===== src/hw/rtl/ddrp_pkg.sv =====
`timescale 1ns / 1ps
// ----------------------------------------------------------------------------
// Delimited decimal record parser package
// Shared constants, byte codes and the classified-operation type that the
// front end hands to the back end through the operation queue.
// ----------------------------------------------------------------------------
package ddrp_pkg;

  // Record layout.
  localparam int NUM_FIELDS  = 5;
  localparam int FIELD_W     = 16;
  localparam int CNT_W       = $clog2(NUM_FIELDS + 1);
  localparam int STORE_IDX_W = $clog2(NUM_FIELDS);

  // The magnitude accumulator saturates at 2^(FIELD_W-1)+1.
  localparam int ACC_W = FIELD_W + 1;
  localparam int MUL_W = ACC_W + 4;

  // Operation queue between front and back end.
  localparam int QUEUE_DEPTH = 2;
  localparam int QPTR_W      = $clog2(QUEUE_DEPTH);
  localparam int QCNT_W      = $clog2(QUEUE_DEPTH + 1);

  // ASCII codes.
  localparam logic [7:0] CH_TAB   = 8'h09;
  localparam logic [7:0] CH_CR    = 8'h0D;
  localparam logic [7:0] CH_SPACE = 8'h20;
  localparam logic [7:0] CH_AMP   = 8'h26;
  localparam logic [7:0] CH_PLUS  = 8'h2B;
  localparam logic [7:0] CH_MINUS = 8'h2D;
  localparam logic [7:0] CH_ZERO  = 8'h30;
  localparam logic [7:0] CH_NINE  = 8'h39;
  localparam logic [7:0] CH_SEMI  = 8'h3B;

  typedef enum logic [2:0] {
    OP_DIGIT,
    OP_SPACE,
    OP_MINUS,
    OP_PLUS,
    OP_AMP,
    OP_SEMI,
    OP_OTHER
  } op_kind_e;

  typedef struct packed {
    op_kind_e   kind;
    logic [3:0] digit;
  } ddrp_op_t;

endpackage


===== src/hw/rtl/ddrp_front.sv =====
`timescale 1ns / 1ps
// ----------------------------------------------------------------------------
// Parser front end
// Accepts input bytes, classifies them and holds the classified operation
// in a register until the operation queue takes it.
// ----------------------------------------------------------------------------
module ddrp_front (
  input  logic              clk_i,
  input  logic              rst_ni,
  input  logic              in_valid_i,
  output logic              in_stall_o,
  input  logic [7:0]        byte_in_i,
  output logic              op_valid_o,
  input  logic              op_stall_i,
  output ddrp_pkg::ddrp_op_t op_o
);
  import ddrp_pkg::*;

  logic     valid_q;
  ddrp_op_t op_q;
  ddrp_op_t op_d;
  logic     accept;
  logic     load;

  // A held operation blocks new bytes only while the queue refuses it.
  assign in_stall_o = valid_q & op_stall_i;
  assign accept     = in_valid_i & ~in_stall_o;
  assign load       = accept;

  always_comb begin
    op_d.digit = byte_in_i[3:0];
    unique case (byte_in_i) inside
      [CH_ZERO:CH_NINE]:    op_d.kind = OP_DIGIT;
      [CH_TAB:CH_CR],
      CH_SPACE:             op_d.kind = OP_SPACE;
      CH_MINUS:             op_d.kind = OP_MINUS;
      CH_PLUS:              op_d.kind = OP_PLUS;
      CH_AMP:               op_d.kind = OP_AMP;
      CH_SEMI:              op_d.kind = OP_SEMI;
      default:              op_d.kind = OP_OTHER;
    endcase
  end

  always_ff @(posedge clk_i or negedge rst_ni) begin
    if (!rst_ni) begin
      valid_q <= 1'b0;
    end else if (!in_stall_o) begin
      valid_q <= accept;
    end
  end

  always_ff @(posedge clk_i) begin
    if (load) begin
      op_q <= op_d;
    end
  end

  assign op_valid_o = valid_q;
  assign op_o       = op_q;

endmodule


===== src/hw/rtl/ddrp_queue.sv =====
`timescale 1ns / 1ps
// ----------------------------------------------------------------------------
// Operation queue
// Short first-in first-out buffer of classified operations that decouples
// the front end from the back end.
// ----------------------------------------------------------------------------
module ddrp_queue (
  input  logic               clk_i,
  input  logic               rst_ni,
  input  logic               push_valid_i,
  output logic               push_stall_o,
  input  ddrp_pkg::ddrp_op_t push_op_i,
  output logic               pop_valid_o,
  input  logic               pop_i,
  output ddrp_pkg::ddrp_op_t pop_op_o
);
  import ddrp_pkg::*;

  ddrp_op_t            entry_q [QUEUE_DEPTH];
  logic [QPTR_W-1:0]   wr_ptr_q;
  logic [QPTR_W-1:0]   rd_ptr_q;
  logic [QCNT_W-1:0]   count_q;
  logic                push;
  logic                pop;

  localparam logic [QCNT_W-1:0] DEPTH_C = QCNT_W'(QUEUE_DEPTH);
  localparam logic [QPTR_W-1:0] LAST_C  = QPTR_W'(QUEUE_DEPTH - 1);

  assign push_stall_o = (count_q == DEPTH_C);
  assign push         = push_valid_i & ~push_stall_o;
  assign pop_valid_o  = (count_q != '0);
  assign pop          = pop_i & pop_valid_o;
  assign pop_op_o     = entry_q[rd_ptr_q];

  always_ff @(posedge clk_i or negedge rst_ni) begin
    if (!rst_ni) begin
      wr_ptr_q <= '0;
      rd_ptr_q <= '0;
      count_q  <= '0;
    end else begin
      if (push) begin
        wr_ptr_q <= (wr_ptr_q == LAST_C) ? '0 : wr_ptr_q + 1'b1;
      end
      if (pop) begin
        rd_ptr_q <= (rd_ptr_q == LAST_C) ? '0 : rd_ptr_q + 1'b1;
      end
      if (push && !pop) begin
        count_q <= count_q + 1'b1;
      end else if (pop && !push) begin
        count_q <= count_q - 1'b1;
      end
    end
  end

  always_ff @(posedge clk_i) begin
    if (push) begin
      entry_q[wr_ptr_q] <= push_op_i;
    end
  end

endmodule


===== src/hw/rtl/ddrp_back.sv =====
`timescale 1ns / 1ps
// ----------------------------------------------------------------------------
// Parser back end
// Executes classified operations: decimal accumulation, field closing with
// saturation, and the record result register.
// ----------------------------------------------------------------------------
module ddrp_back (
  input  logic                              clk_i,
  input  logic                              rst_ni,
  input  logic                              op_valid_i,
  output logic                              op_pop_o,
  input  ddrp_pkg::ddrp_op_t                op_i,
  output logic                              out_valid_o,
  input  logic                              out_stall_i,
  output logic [ddrp_pkg::FIELD_W-1:0]      res_field_o [ddrp_pkg::NUM_FIELDS],
  output logic [ddrp_pkg::CNT_W-1:0]        res_count_o,
  output logic                              res_extra_o,
  output logic                              res_clip_o
);
  import ddrp_pkg::*;

  // Number phase codes.
  localparam logic [1:0] PH_LEAD   = 2'd0;
  localparam logic [1:0] PH_SIGN   = 2'd1;
  localparam logic [1:0] PH_DIGITS = 2'd2;
  localparam logic [1:0] PH_DONE   = 2'd3;

  localparam logic [ACC_W-1:0] HALF_C    = ACC_W'(1) << (FIELD_W - 1);
  localparam logic [ACC_W-1:0] ACC_MAX_C = HALF_C + ACC_W'(1);
  localparam logic [CNT_W-1:0] NUM_C     = CNT_W'(NUM_FIELDS);

  logic [ACC_W-1:0]   acc_q,   acc_d;
  logic               neg_q,   neg_d;
  logic [1:0]         phase_q, phase_d;
  logic [CNT_W-1:0]   idx_q,   idx_d;
  logic               extra_q, extra_d;
  logic               clip_q,  clip_d;
  logic [FIELD_W-1:0] store_q [NUM_FIELDS];
  logic [FIELD_W-1:0] store_d [NUM_FIELDS];

  logic               res_valid_q;
  logic [FIELD_W-1:0] res_field_q [NUM_FIELDS];
  logic [CNT_W-1:0]   res_count_q;
  logic               res_extra_q;
  logic               res_clip_q;

  logic               out_take;
  logic               res_load;
  logic [MUL_W-1:0]   mul_sum;
  logic [ACC_W-1:0]   acc_next;
  logic               field_clip;
  logic [ACC_W-1:0]   field_mag;
  logic [FIELD_W-1:0] field_val;

  assign out_take = res_valid_q & ~out_stall_i;

  // A record end needs the result register; everything else always proceeds.
  assign op_pop_o = op_valid_i &
                    ((op_i.kind != OP_SEMI) | ~res_valid_q | ~out_stall_i);

  // acc * 10 + digit, saturated.
  assign mul_sum  = {1'b0, acc_q, 3'b000} + {3'b000, acc_q, 1'b0} + MUL_W'(op_i.digit);
  assign acc_next = (mul_sum > MUL_W'(ACC_MAX_C)) ? ACC_MAX_C : mul_sum[ACC_W-1:0];

  always_comb begin
    if (neg_q) begin
      field_clip = (acc_q > HALF_C);
      field_mag  = field_clip ? HALF_C : acc_q;
      field_val  = ~field_mag[FIELD_W-1:0] + FIELD_W'(1);
    end else begin
      field_clip = (acc_q >= HALF_C);
      field_mag  = field_clip ? (HALF_C - ACC_W'(1)) : acc_q;
      field_val  = field_mag[FIELD_W-1:0];
    end
  end

  always_comb begin
    acc_d    = acc_q;
    neg_d    = neg_q;
    phase_d  = phase_q;
    idx_d    = idx_q;
    extra_d  = extra_q;
    clip_d   = clip_q;
    store_d  = store_q;
    res_load = 1'b0;
    if (op_pop_o) begin
      unique case (op_i.kind)
        OP_SEMI: begin
          res_load = 1'b1;
          acc_d    = '0;
          neg_d    = 1'b0;
          phase_d  = PH_LEAD;
          idx_d    = '0;
          extra_d  = 1'b0;
          clip_d   = 1'b0;
          for (int i = 0; i < NUM_FIELDS; i++) begin
            store_d[i] = '0;
          end
        end
        OP_AMP: begin
          if (idx_q >= NUM_C) begin
            extra_d = 1'b1;
          end else begin
            store_d[idx_q[STORE_IDX_W-1:0]] = field_val;
            idx_d  = idx_q + CNT_W'(1);
            clip_d = clip_q | field_clip;
          end
          acc_d   = '0;
          neg_d   = 1'b0;
          phase_d = PH_LEAD;
        end
        OP_DIGIT: begin
          if (phase_q != PH_DONE) begin
            acc_d   = acc_next;
            phase_d = PH_DIGITS;
          end
        end
        OP_SPACE: begin
          if (phase_q != PH_LEAD) begin
            phase_d = PH_DONE;
          end
        end
        OP_MINUS: begin
          if (phase_q == PH_LEAD) begin
            neg_d   = 1'b1;
            phase_d = PH_SIGN;
          end else begin
            phase_d = PH_DONE;
          end
        end
        OP_PLUS: begin
          phase_d = (phase_q == PH_LEAD) ? PH_SIGN : PH_DONE;
        end
        default: begin
          phase_d = PH_DONE;
        end
      endcase
    end
  end

  always_ff @(posedge clk_i or negedge rst_ni) begin
    if (!rst_ni) begin
      acc_q       <= '0;
      neg_q       <= 1'b0;
      phase_q     <= PH_LEAD;
      idx_q       <= '0;
      extra_q     <= 1'b0;
      clip_q      <= 1'b0;
      res_valid_q <= 1'b0;
      for (int i = 0; i < NUM_FIELDS; i++) begin
        store_q[i] <= '0;
      end
    end else begin
      acc_q   <= acc_d;
      neg_q   <= neg_d;
      phase_q <= phase_d;
      idx_q   <= idx_d;
      extra_q <= extra_d;
      clip_q  <= clip_d;
      store_q <= store_d;
      if (res_load) begin
        res_valid_q <= 1'b1;
      end else if (out_take) begin
        res_valid_q <= 1'b0;
      end
    end
  end

  always_ff @(posedge clk_i) begin
    if (res_load) begin
      res_field_q <= store_q;
      res_count_q <= idx_q;
      res_extra_q <= extra_q;
      res_clip_q  <= clip_q;
    end
  end

  assign out_valid_o = res_valid_q;
  assign res_field_o = res_field_q;
  assign res_count_o = res_count_q;
  assign res_extra_o = res_extra_q;
  assign res_clip_o  = res_clip_q;

  // The captured-field count never passes the number of field slots.
  a_idx_range: assert property (@(posedge clk_i) disable iff (!rst_ni)
    idx_q <= NUM_C)
    else $error("field count out of range");

  // Dropped fields are only possible once every slot is filled.
  a_extra_full: assert property (@(posedge clk_i) disable iff (!rst_ni)
    extra_q |-> (idx_q == NUM_C))
    else $error("extra flag set with free slots");

  // The accumulator stays within its saturation cap.
  a_acc_cap: assert property (@(posedge clk_i) disable iff (!rst_ni)
    acc_q <= ACC_MAX_C)
    else $error("accumulator above cap");

  // A record end is never executed over a pending, stalled result.
  a_no_overwrite: assert property (@(posedge clk_i) disable iff (!rst_ni)
    (op_pop_o && op_i.kind == OP_SEMI) |-> !(res_valid_q && out_stall_i))
    else $error("result overwritten");

  // After a record end the per-record state is cleared.
  a_record_clear: assert property (@(posedge clk_i) disable iff (!rst_ni)
    (op_pop_o && op_i.kind == OP_SEMI) |=>
      (idx_q == '0 && !extra_q && !clip_q && res_valid_q))
    else $error("record state not cleared");

endmodule


===== src/hw/rtl/delimited_decimal_record_parser.sv =====
`timescale 1ns / 1ps
// ----------------------------------------------------------------------------
// Delimited decimal record parser
// Parses ASCII records of '&'-terminated decimal fields ended by ';' and
// returns up to five saturated 16-bit values with a count and status flags.
// ----------------------------------------------------------------------------
// A ';' accepted at the input passes through the front register, the queue
// entry and the result register, in that order, before it appears as a result
// transaction. Throughput: one byte per cycle with no bubbles while the output
// is not stalled; a stalled result holds back the next ';' and, once the queue
// fills, all further input. Reset clears all control state and the field
// store; the block accepts bytes as soon as reset is released.
// ----------------------------------------------------------------------------
module delimited_decimal_record_parser (
  input  logic                                 clk_i,
  input  logic                                 rst_ni,
  input  logic                                 in_valid_i,
  output logic                                 in_stall_o,
  input  logic [7:0]                           byte_in_i,
  output logic                                 out_valid_o,
  input  logic                                 out_stall_i,
  output logic signed [ddrp_pkg::FIELD_W-1:0]  lock_value_o,
  output logic signed [ddrp_pkg::FIELD_W-1:0]  throttle_o,
  output logic signed [ddrp_pkg::FIELD_W-1:0]  gyro_x_o,
  output logic signed [ddrp_pkg::FIELD_W-1:0]  gyro_y_o,
  output logic signed [ddrp_pkg::FIELD_W-1:0]  gyro_z_o,
  output logic [ddrp_pkg::CNT_W-1:0]           fields_found_o,
  output logic                                 extra_fields_o,
  output logic                                 clipped_o
);
  import ddrp_pkg::*;

  // Front end to queue.
  logic     f_valid;
  logic     f_stall;
  ddrp_op_t f_op;

  // Queue to back end.
  logic     q_valid;
  logic     q_pop;
  ddrp_op_t q_op;

  logic [FIELD_W-1:0] res_field [NUM_FIELDS];

  // The front end classifies each byte (digit, white space, sign, field
  // end, record end or anything else) so the back end only sees a small
  // operation code and a digit value.
  ddrp_front u_front (
    .clk_i      (clk_i),
    .rst_ni     (rst_ni),
    .in_valid_i (in_valid_i),
    .in_stall_o (in_stall_o),
    .byte_in_i  (byte_in_i),
    .op_valid_o (f_valid),
    .op_stall_i (f_stall),
    .op_o       (f_op)
  );

  // The queue lets the front keep taking bytes while the back end waits
  // on a stalled result transaction.
  ddrp_queue u_queue (
    .clk_i        (clk_i),
    .rst_ni       (rst_ni),
    .push_valid_i (f_valid),
    .push_stall_o (f_stall),
    .push_op_i    (f_op),
    .pop_valid_o  (q_valid),
    .pop_i        (q_pop),
    .pop_op_o     (q_op)
  );

  // The back end runs the number parser: a multiply-by-ten accumulate per
  // digit, saturation on field close, and the record result register.
  ddrp_back u_back (
    .clk_i       (clk_i),
    .rst_ni      (rst_ni),
    .op_valid_i  (q_valid),
    .op_pop_o    (q_pop),
    .op_i        (q_op),
    .out_valid_o (out_valid_o),
    .out_stall_i (out_stall_i),
    .res_field_o (res_field),
    .res_count_o (fields_found_o),
    .res_extra_o (extra_fields_o),
    .res_clip_o  (clipped_o)
  );

  // Fields map to the named outputs in arrival order.
  assign lock_value_o = $signed(res_field[0]);
  assign throttle_o   = $signed(res_field[1]);
  assign gyro_x_o     = $signed(res_field[2]);
  assign gyro_y_o     = $signed(res_field[3]);
  assign gyro_z_o     = $signed(res_field[4]);

endmodule

===== config.mk =====
export PLATFORM = sky130hd
export DESIGN_NAME = delimited_decimal_record_parser
export DESIGN_NICKNAME = d
export VERILOG_FILES = /design/src/hw/rtl/ddrp_pkg.sv /design/src/hw/rtl/ddrp_front.sv /design/src/hw/rtl/ddrp_queue.sv /design/src/hw/rtl/ddrp_back.sv /design/src/hw/rtl/delimited_decimal_record_parser.sv
export SDC_FILE = /design/constraint.sdc
export NUM_CORES = 1
export LEC_CHECK = 0
export ABC_AREA = 1
export BUFFER_PORTS_ARGS = -buffer_cell sky130_fd_sc_hd__buf_2
export CAP_MARGIN = 20
export CORE_MARGIN = 2
export CORE_UTILIZATION = 30
export CTS_BUF_LIST = sky130_fd_sc_hd__clkbuf_8
export CTS_CLUSTER_SIZE = 20
export DETAILED_ROUTE_END_ITERATION = 12
export MAX_ROUTING_LAYER = met4
export PLACE_DENSITY = 0.54
export SLEW_MARGIN = 10
export SYNTH_ARGS = -nofsm -noshare
export SYNTH_HDL_FRONTEND = slang
export SYNTH_SLANG_ARGS = --single-unit

===== constraint.sdc =====
create_clock -name clk_i -period 6.45 [get_ports clk_i]
set_clock_uncertainty 0.2 [all_clocks]
set_input_delay 0.3225 -clock clk_i [delete_from_list [all_inputs] [get_ports clk_i]]
set_output_delay 0.3225 -clock clk_i [all_outputs]
set_load 0.1 [all_outputs]

==> impl_metrics.toml <==
[timing]
fmax_ghz = 0.264
slew_violations = 0
finalSetupViolCount = 0
final.min_clock_period_ns = 3.79
worst_slack_ns = 2.66
tightest_slew_ns = 1.06
setup_tns_ns = 0
grt_setup_unrepaired = "false"
max_slew_margin_pct = 28.6
post-route-period-util_pct = 58.7
hold_violations = 0

[pwr]
p_comb_share_pct = 46.9
pwr-share-seq_pct = 34.3
clkPwrFrac_pct = 18.8
power_mw = 6.10
net-switching-power_mw = 3.03
vdd_drop_max_uv = 223
powerDensity_nw_per_um2 = 517
p_leak_nw = 5.77
power.internal_mw = 3.07
switching_share_pct = 49.7

[setup_path]
crit_path_end_kind = "flip-flop"
worstPathArrival_ns = 4.01
cp-startpoint = "u_queue.rd_ptr_q"
crit_type = "flip-flop to flip-flop"
worstPathCellList = "mux2i_1, fa_1, inv_1, fa_1, nand3_1, nand2_1, nand2_1, nand2_1, nand2_1, nand2_1, xnor2_1, nand3_1, nand2_1, nand2_1, o21ai_0"
critPathTopFamily = "adder cells"
crit_buf_inv = 1
cp_slowest_cell = "dfrtp_1"
cpPeakStageDelay_ns = 0.61
startpoint_type = "flip-flop"
regToRegStartpoint = "u_queue.rd_ptr_q"
cp_data_required_time_ns = 6.67
cp_common_cell = "nand2_1"
path_max_fanout = 14

[cts]
clock-root-buffer = "clkbuf_8"
insertion_delay_ns = 0.52
numCtsBuffers = 37
h-tree-depth = 2
cts_num_sinks = 217
path_clk_slew_ns = 0.06
cts_buffer_depth = 3
cts-resized-gates = 0
holdBufCountCts = 7
postCtsSetupRepairBufs = 0
cts_tree = "yes"

[synth]
synth-main-ff-cell = "dfrtp_1"
ys_seq_area_share_pct = 59.1
avgSynthCellArea_um2 = 9.48
syn_inst = 1064
synth_nets = 1115
ys_ff_latch = 217
synth_edf_count = 106
ys_types = 44
syn_area_um2 = 10100
async_reset_ff_share_pct = 51.2
ys.warnings.count = 0

[placed_design]
place_ws_ns = 2.59
numPortBuffers = 98
hpwl_um = 17700
place_congestion = 0.946
dpl_cell_area_um2 = 11000

[outcome]
status = "finished clean"

[global_route]
grt_max_degree = 68
grt_usage_pct = 14.5
grt_pass1_vias = 7222
antenna_found_initial = 0
grt_overflow = 0
grt_pass1_wl_um = 39500

[route]
vias_per_cell = 4.50
drt_drc_violations_left = 0
wl_um = 24600
wl_per_cell_um = 14.8
postRouteAntennaNets = 0
dr.pass1.iters = 6
drt-initial-drc-count = 621
vias = 7493

[floorplanning]
initial_core_util_pct = 30.3
die-area_um2 = 35100
dieHeight_um = 187
boundaryPins = 99
num_rows = 67
core_um2 = 33300
dieWidth_um = 187

[min_path]
hold_path_startpoint = "byte_in_i[4]"
hp-class = "primary input to flip-flop"

[finish]
fin_area_um2 = 11800
mostFrequentLayoutCells = "372 x nand2_1, 113 x inv_1, 111 x dfrtp_1, 106 x edfxtp_1, 97 x buf_2"
drive_above_1_share_pct = 14.5
areaGrowthSynthToFinish_pct = 17.0
final_nets = 1239
mostFrequentLayoutCell = "nand2_1"
n_antenna_cell = 0

[run]
cap_violations = 0
[synthesized netlist by cell type (4+ instances only)]
library cell	number	share of area (%)
a21oi_1	20	0.99
a22o_1	4	0.35
buf_2	11	0.55
clkbuf_1	7	0.26
dfrtp_1	111	28
edfxtp_1	106	32
ha_1	37	4.6
inv_1	97	3.6
inv_2	8	0.30
nand2_1	372	14
nand3_1	84	4.2
nand3_2	4	0.40
nand3b_1	5	0.37
nand4_1	10	0.62
nor2_1	63	2.3
nor3_1	8	0.40
o21ai_0	53	2.6
o31ai_1	4	0.30
o41ai_1	6	0.52
xnor2_1	5	0.43
xor2_1	7	0.61
[routing by layer]
| layer | vias up | share of wire (%) | track usage [%] |
|---|---|---|---|
| li1 | 3775 | - | - |
| met1 | 3478 | 48 | 19.7 |
| met2 | 199 | 44 | 22.0 |
| met3 | 41 | 5.2 | 2.59 |
| met4 | 0 | 2.4 | 4.64 |
| met5 | - | 0 | - |
[state kept, by name, indices dropped and copies added (netlist names), 2 cells and up]
name and flops:
u_front.op_o 7, u_back.idx_q 3, u_back.acc_q 17, u_back.store_q 80
u_back.res_count_o 3, u_queue.count_q 2, u_queue.entry_q 14, u_back.phase_q 2
u_back.res_field_o 80
[cells by family after synthesis]
group,after synthesis,synth area share (%)
adder cells (fa/ha/maj),39,4.99
XOR/XNOR,12,1.04
AO/OA/AOI/OAI,100,5.82
buffers and inverters,130,5.21
AND/OR/NAND/NOR,564,23.6
multiplexers,2,0.199
flip-flops,217,59.1
[metrics by stage]
step	instances	hold slack (ns)	utilization, %
global placement	1590	0.171	33.2
floorplan	1064	-0.173	-
global route	1664	0.154	35.5
detailed placement	1590	0.171	33.2
finish	1664	0.107	35.5
CTS	1664	0.0910	35.5
[power by group through the flow]
| stage | logic, mW | registers, mW | clock network, mW |
|---|---|---|---|
| floorplan | 1.32 | 3.03 | 0 |
| CTS | 2.88 | 2.10 | 1.18 |
| global placement | 2.86 | 2.12 | 0 |
| finish | 2.86 | 2.10 | 1.14 |
| detailed placement | 2.87 | 2.12 | 0 |
| global route | 3.10 | 2.14 | 1.25 |
[cell type report]
cell class	instances	area (µm²)
fillers	3433	21500
flip-flops and latches	217	5960
multi-input cells	717	3600
repair buffers	108	586
well taps	448	561
clock buffers	40	551
inverters	107	407
clock inverters	27	136
[worst reg2reg max path, cell delays in order, from the launching register on]
cell and delay (ns):
dfrtp_1 0.61, mux2i_1 0.21, fa_1 0.52, inv_1 0.07, fa_1 0.52, nand3_1 0.15, nand2_1 0.08, nand2_1 0.09
nand2_1 0.11, nand2_1 0.08, nand2_1 0.06, xnor2_1 0.23, nand3_1 0.11, nand2_1 0.08, nand2_1 0.28, o21ai_0 0.28
[final timing paths]
path                                    endpoint  slack [ns]  cells after the start
setup / recovery                 u_back.acc_q[9]        2.66                     15
hold / removal                   u_front.op_o[5]        0.11                      4
setup reg to reg                 u_back.acc_q[9]        2.66                     15
hold reg to reg            u_queue.entry_q[1][0]        0.24                      0
max in group asynchronous        u_back.acc_q[3]        4.58                      3
min in group asynchronous      u_back.store_q[2]        0.17                      2
(Power assumes the default switching activity.)
